[src/isk_pkg.sv]
// ============================================================================
// isk_pkg
// Shared types and defaults for the index sort-by-key block.
// ============================================================================
`timescale 1ns / 1ps
`default_nettype none

package isk_pkg;

    localparam int MAX_ITEMS_DEF = 64;
    localparam int KEY_WIDTH_DEF = 32;
    localparam int ID_WIDTH      = 8;

    typedef struct packed {
        logic load;   // insert the broadcast pair
        logic drain;  // shift toward cell 0
    } isk_ctrl_t;

endpackage

`default_nettype wire

[src/isk_cell.sv]
// ============================================================================
// isk_cell
// One slot of the sorting chain: holds a pair, compares it with the broadcast
// key, and takes its left neighbor, the new pair or its right neighbor.
// ============================================================================
`timescale 1ns / 1ps
`default_nettype none

module isk_cell #(
    parameter int KEY_WIDTH = isk_pkg::KEY_WIDTH_DEF
) (
    input  wire                                  clk,
    input  wire                                  rst_n,
    input  isk_pkg::isk_ctrl_t                   ctrl,
    input  wire        [isk_pkg::ID_WIDTH-1:0]   new_id,
    input  wire signed [KEY_WIDTH-1:0]           new_key,
    input  wire                                  prev_lt,
    input  wire                                  prev_valid,
    input  wire        [isk_pkg::ID_WIDTH-1:0]   prev_id,
    input  wire signed [KEY_WIDTH-1:0]           prev_key,
    input  wire                                  next_valid,
    input  wire        [isk_pkg::ID_WIDTH-1:0]   next_id,
    input  wire signed [KEY_WIDTH-1:0]           next_key,
    output logic                                 lt,
    output logic                                 valid,
    output logic       [isk_pkg::ID_WIDTH-1:0]   id,
    output logic signed [KEY_WIDTH-1:0]          key
);

    logic                              valid_reg, valid_next;
    logic        [isk_pkg::ID_WIDTH-1:0] id_reg, id_next;
    logic signed [KEY_WIDTH-1:0]       key_reg, key_next;

    // empty slots act as +infinity; strict compare keeps equal keys in order
    assign lt = !valid_reg || (new_key < key_reg);

    always_comb
    begin
        valid_next = valid_reg;
        id_next    = id_reg;
        key_next   = key_reg;
        priority if (ctrl.drain)
        begin
            valid_next = next_valid;
            id_next    = next_id;
            key_next   = next_key;
        end
        else if (ctrl.load && lt)
        begin
            if (prev_lt)
            begin
                valid_next = prev_valid;
                id_next    = prev_id;
                key_next   = prev_key;
            end
            else
            begin
                valid_next = 1'b1;
                id_next    = new_id;
                key_next   = new_key;
            end
        end
        else
        begin
            valid_next = valid_reg;
            id_next    = id_reg;
            key_next   = key_reg;
        end
    end

    always_ff @(posedge clk or negedge rst_n)
    begin
        if (!rst_n)
        begin
            valid_reg <= 1'b0;
        end
        else
        begin
            valid_reg <= valid_next;
        end
    end

    always_ff @(posedge clk)
    begin
        id_reg  <= id_next;
        key_reg <= key_next;
    end

    assign valid = valid_reg;
    assign id    = id_reg;
    assign key   = key_reg;

endmodule

`default_nettype wire
[config.mk]
export PLATFORM = sky130hd
export DESIGN_NAME = isk_cell
export DESIGN_NICKNAME = d
export VERILOG_FILES = /design/src/isk_pkg.sv /design/src/isk_cell.sv
export SDC_FILE = /design/constraint.sdc
export NUM_CORES = 1
export LEC_CHECK = 0
export ABC_CLOCK_PERIOD_IN_PS = 13150
export BUFFER_PORTS_ARGS = -buffer_cell sky130_fd_sc_hd__buf_2
export CAP_MARGIN = 10
export CELL_PAD_IN_SITES_DETAIL_PLACEMENT = 2
export CELL_PAD_IN_SITES_GLOBAL_PLACEMENT = 2
export CORE_UTILIZATION = 26
export DETAILED_ROUTE_END_ITERATION = 8
export PLACE_DENSITY_LB_ADDON = 0.1
export SLEW_MARGIN = 5
export SYNTH_ARGS = -nofsm -noshare
export SYNTH_HDL_FRONTEND = slang
export SYNTH_SLANG_ARGS = --single-unit
[constraint.sdc]
create_clock -name clk -period 13.15 [get_ports clk]
set_input_delay 2.63 -clock clk [delete_from_list [all_inputs] [get_ports clk]]
set_output_delay 2.63 -clock clk [all_outputs]
set_load 0.1 [all_outputs]
==> metrics.cfg <==
[outcome]
outcome = finished clean

[sta]
finalHoldViolations = 0
setup_viol = 0
relSlewSlack_pct = 50.7
finalMaxSlewViolations = 0
grt_setup_unrepaired = no
finalSetupTns_ns = 0
tightest_slew_ns = 0.740
fin_crit_sh_pct = 56.9
fmax_mhz = 134
fin_skew_ns = 0.00962
fin_crit_ns = 7.48

[logic_synthesis]
ys_warn_count = 0
syn_area_um2 = 2930
synthArstFlopShare_pct = 2.44
synth_cell_type_count = 34
synth_area_leaders = edfxtp_1 (41%), mux2i_1 (14%), ha_1 (13%)
syn_nets = 458
synth_top_area_share_pct = 41.0
synth-seq-area-share_pct = 41.8
synth.avg_cell_area_um2 = 9.77
synth_edf_count = 40
synthFlopType = edfxtp_1
synth.most_common_cell = nand2_1
synth-seq-cells = 41
synth_area_leader_cell = edfxtp_1
netlist_top_cells_count = nand2_1 (50), o21ai_0 (44), edfxtp_1 (40), mux2i_1 (40)
synthCells = 300

[routing]
drc_errors = 0
firstDrtPassIters = 4
via_count = 2846
drtIter0Drc = 36
drt-total-wl_um = 9320
final_antenna_net_count = 0
viasPerCell = 4.70
post_drt_wl_per_cell_um = 15.4

[grt]
grt_max_degree = 68
grtUsageMet3_pct = 4.34
grt_pass1_vias = 3094
antenna_found_initial = 0
grtUsageMet2_pct = 31.3
overflow = 0
grt_busiest_layer = met2
grt_use_met1_pct = 17.2
grt_pass1_wl_um = 14400
grt_usage_pct = 16.1

[cts]
cts_tree = done
cts_made_buffers = 5
post_cts_buffers = 0
cts_sinks = 41
max-clock-path-buffers = 2
cts_hold_buf = 0
htreeDepth = 2
cts-root-buf = clkbuf_8
clkTransAtPathRegs_ns = 0.09
clock_latency_ns = 0.30
ctsResizeCount = 0

[setup_path]
max_stage_delay_ns = 0.43
cp_num_buf_inv = 2
startpoint_type = input port
critPathMostFrequentCell = buf_2
path_class = in2out
worstPathArrival_ns = 4.85
end_kind = output pin
crit_fanout = 3
path_cells = buf_2 > ha_1 > a21oi_1 > nand2_1 > a221oi_1 > nand3_1 > o21bai_2 > mux2_4 > buf_2
path_delay_family = compound AO/OA/AOI/OAI gates
slowest_stage = buf_2
crit_required_ns = 10.52

[floorplan]
chipHeight_um = 108
io_pins = 169
row_count = 38
fp.dieArea_um2 = 11700
start_util_pct = 26.9
die_w_um = 108
core-area_um2 = 10900

[pwr]
vdd_drop_max_mv = 0.0536
pwr_density_cell_nw_per_um2 = 139
clock_power_share_pct = 18.5
cellLeakagePower_nw = 2.06
power_w = 0.000563
p_int_w = 0.000288
seq_power_share_pct = 31.8
p_comb_share_pct = 49.6
switching_share_pct = 48.9
p_switching_w = 0.000276

[cells_and_area]
num_antenna_cells = 0
layout.nets = 623
multi_input_area_um2 = 1540
largest_reg_flops = 32
area_growth_pct = 37.9
fillers = 1243
regArea_um2 = 1230
drive_gt1_share_pct = 39.9

[hold_path]
hold_class = reg2reg

[placed_design]
place_congestion = 0.716
dpl.hpwl_um = 7630
io_buffers = 168

[flow_run]
maxCapViolCount = 0

==> worst paths after layout <==
check / slack [ns] / cells after the start / end / start
max in group asynchronous: 10.98 / 1 / valid / rst_n
min in group asynchronous: 2.09 / 1 / valid / rst_n
hold reg to reg: 0.87 / 3 / valid / valid
setup / recovery: 5.67 / 9 / lt / new_key[30]
hold / removal: 0.87 / 3 / valid / valid
setup reg to reg: 10.09 / 9 / key[17] / key[2]
==> through the flow <==
step	instance area (µm²)	instances	util (%)	hold WS [ns]	setup WS (ns)
6_report	4040	606	37.1	0.871	5.67
5_1_grt	4040	606	37.1	0.997	5.44
4_1_cts	4040	606	37.1	0.888	5.63
3_5_place_dp	3930	598	36.1	0.860	5.64
3_3_place_gp	3930	598	36.1	0.854	5.73
2_1_floorplan	2930	300	-	1.34	5.78
==> cells by family after synthesis <==
kind of cell / Yosys count / share of synthesized area, %
buffers and inverters: 45 / 5.94
adder cells (fa/ha/maj): 31 / 13.2
AO/OA/AOI/OAI: 70 / 13.5
flip-flops: 41 / 41.8
AND/OR/NAND/NOR: 72 / 11.4
multiplexers: 41 / 14.2
==> layout by cell type (no fill, tap or decap), drive strengths merged, types with 2 or more instances in the layout <==
cell type / Yosys / final
inv: 31 / 31
nand3: 3 / 3
o21ai: 46 / 46
nand4: 7 / 7
a211oi: 2 / 2
nand2: 50 / 50
edfxtp: 40 / 40
nor2: 3 / 3
ha: 31 / 31
buf: 4 / 172
clkbuf: 10 / 5
a21oi: 13 / 13
a211o: 2 / 2
mux2i: 40 / 40
nand2b: 2 / 2
==> metal layers <==
layer,part of all wire (%),up-vias
li1,-,1403
met1,40,1345
met2,52,91
met3,7.5,7
met4,0.65,0
met5,0,-
==> area by class of cell <==
type,count,share of cell area [%]
inverters,31,2.88
repair buffers,172,21.5
multi-input cells,214,38.2
clock inverters,3,1.02
flip-flops and latches,41,30.3
clock buffers,5,1.70
well taps,140,4.33
==> worst register-to-register path: cells and delay by family, from the launching register on <==
kind	cells	cell delay, ns
compound gates	6	1.67
buf+inv	2	0.44
flops	1	0.39
fa+ha+maj	1	0.24
==> power by group through the flow <==
stage / Sequential, W / Combinational [W] / Clock, W
floorplan: 0.000328 / 0.0000738 / 0
global placement: 0.000181 / 0.000279 / 0
detailed placement: 0.000183 / 0.000284 / 0
CTS: 0.000180 / 0.000284 / 0.000109
global route: 0.000182 / 0.000299 / 0.000112
finish: 0.000179 / 0.000280 / 0.000104
Note: power is estimated with default switching activity, not from simulation.
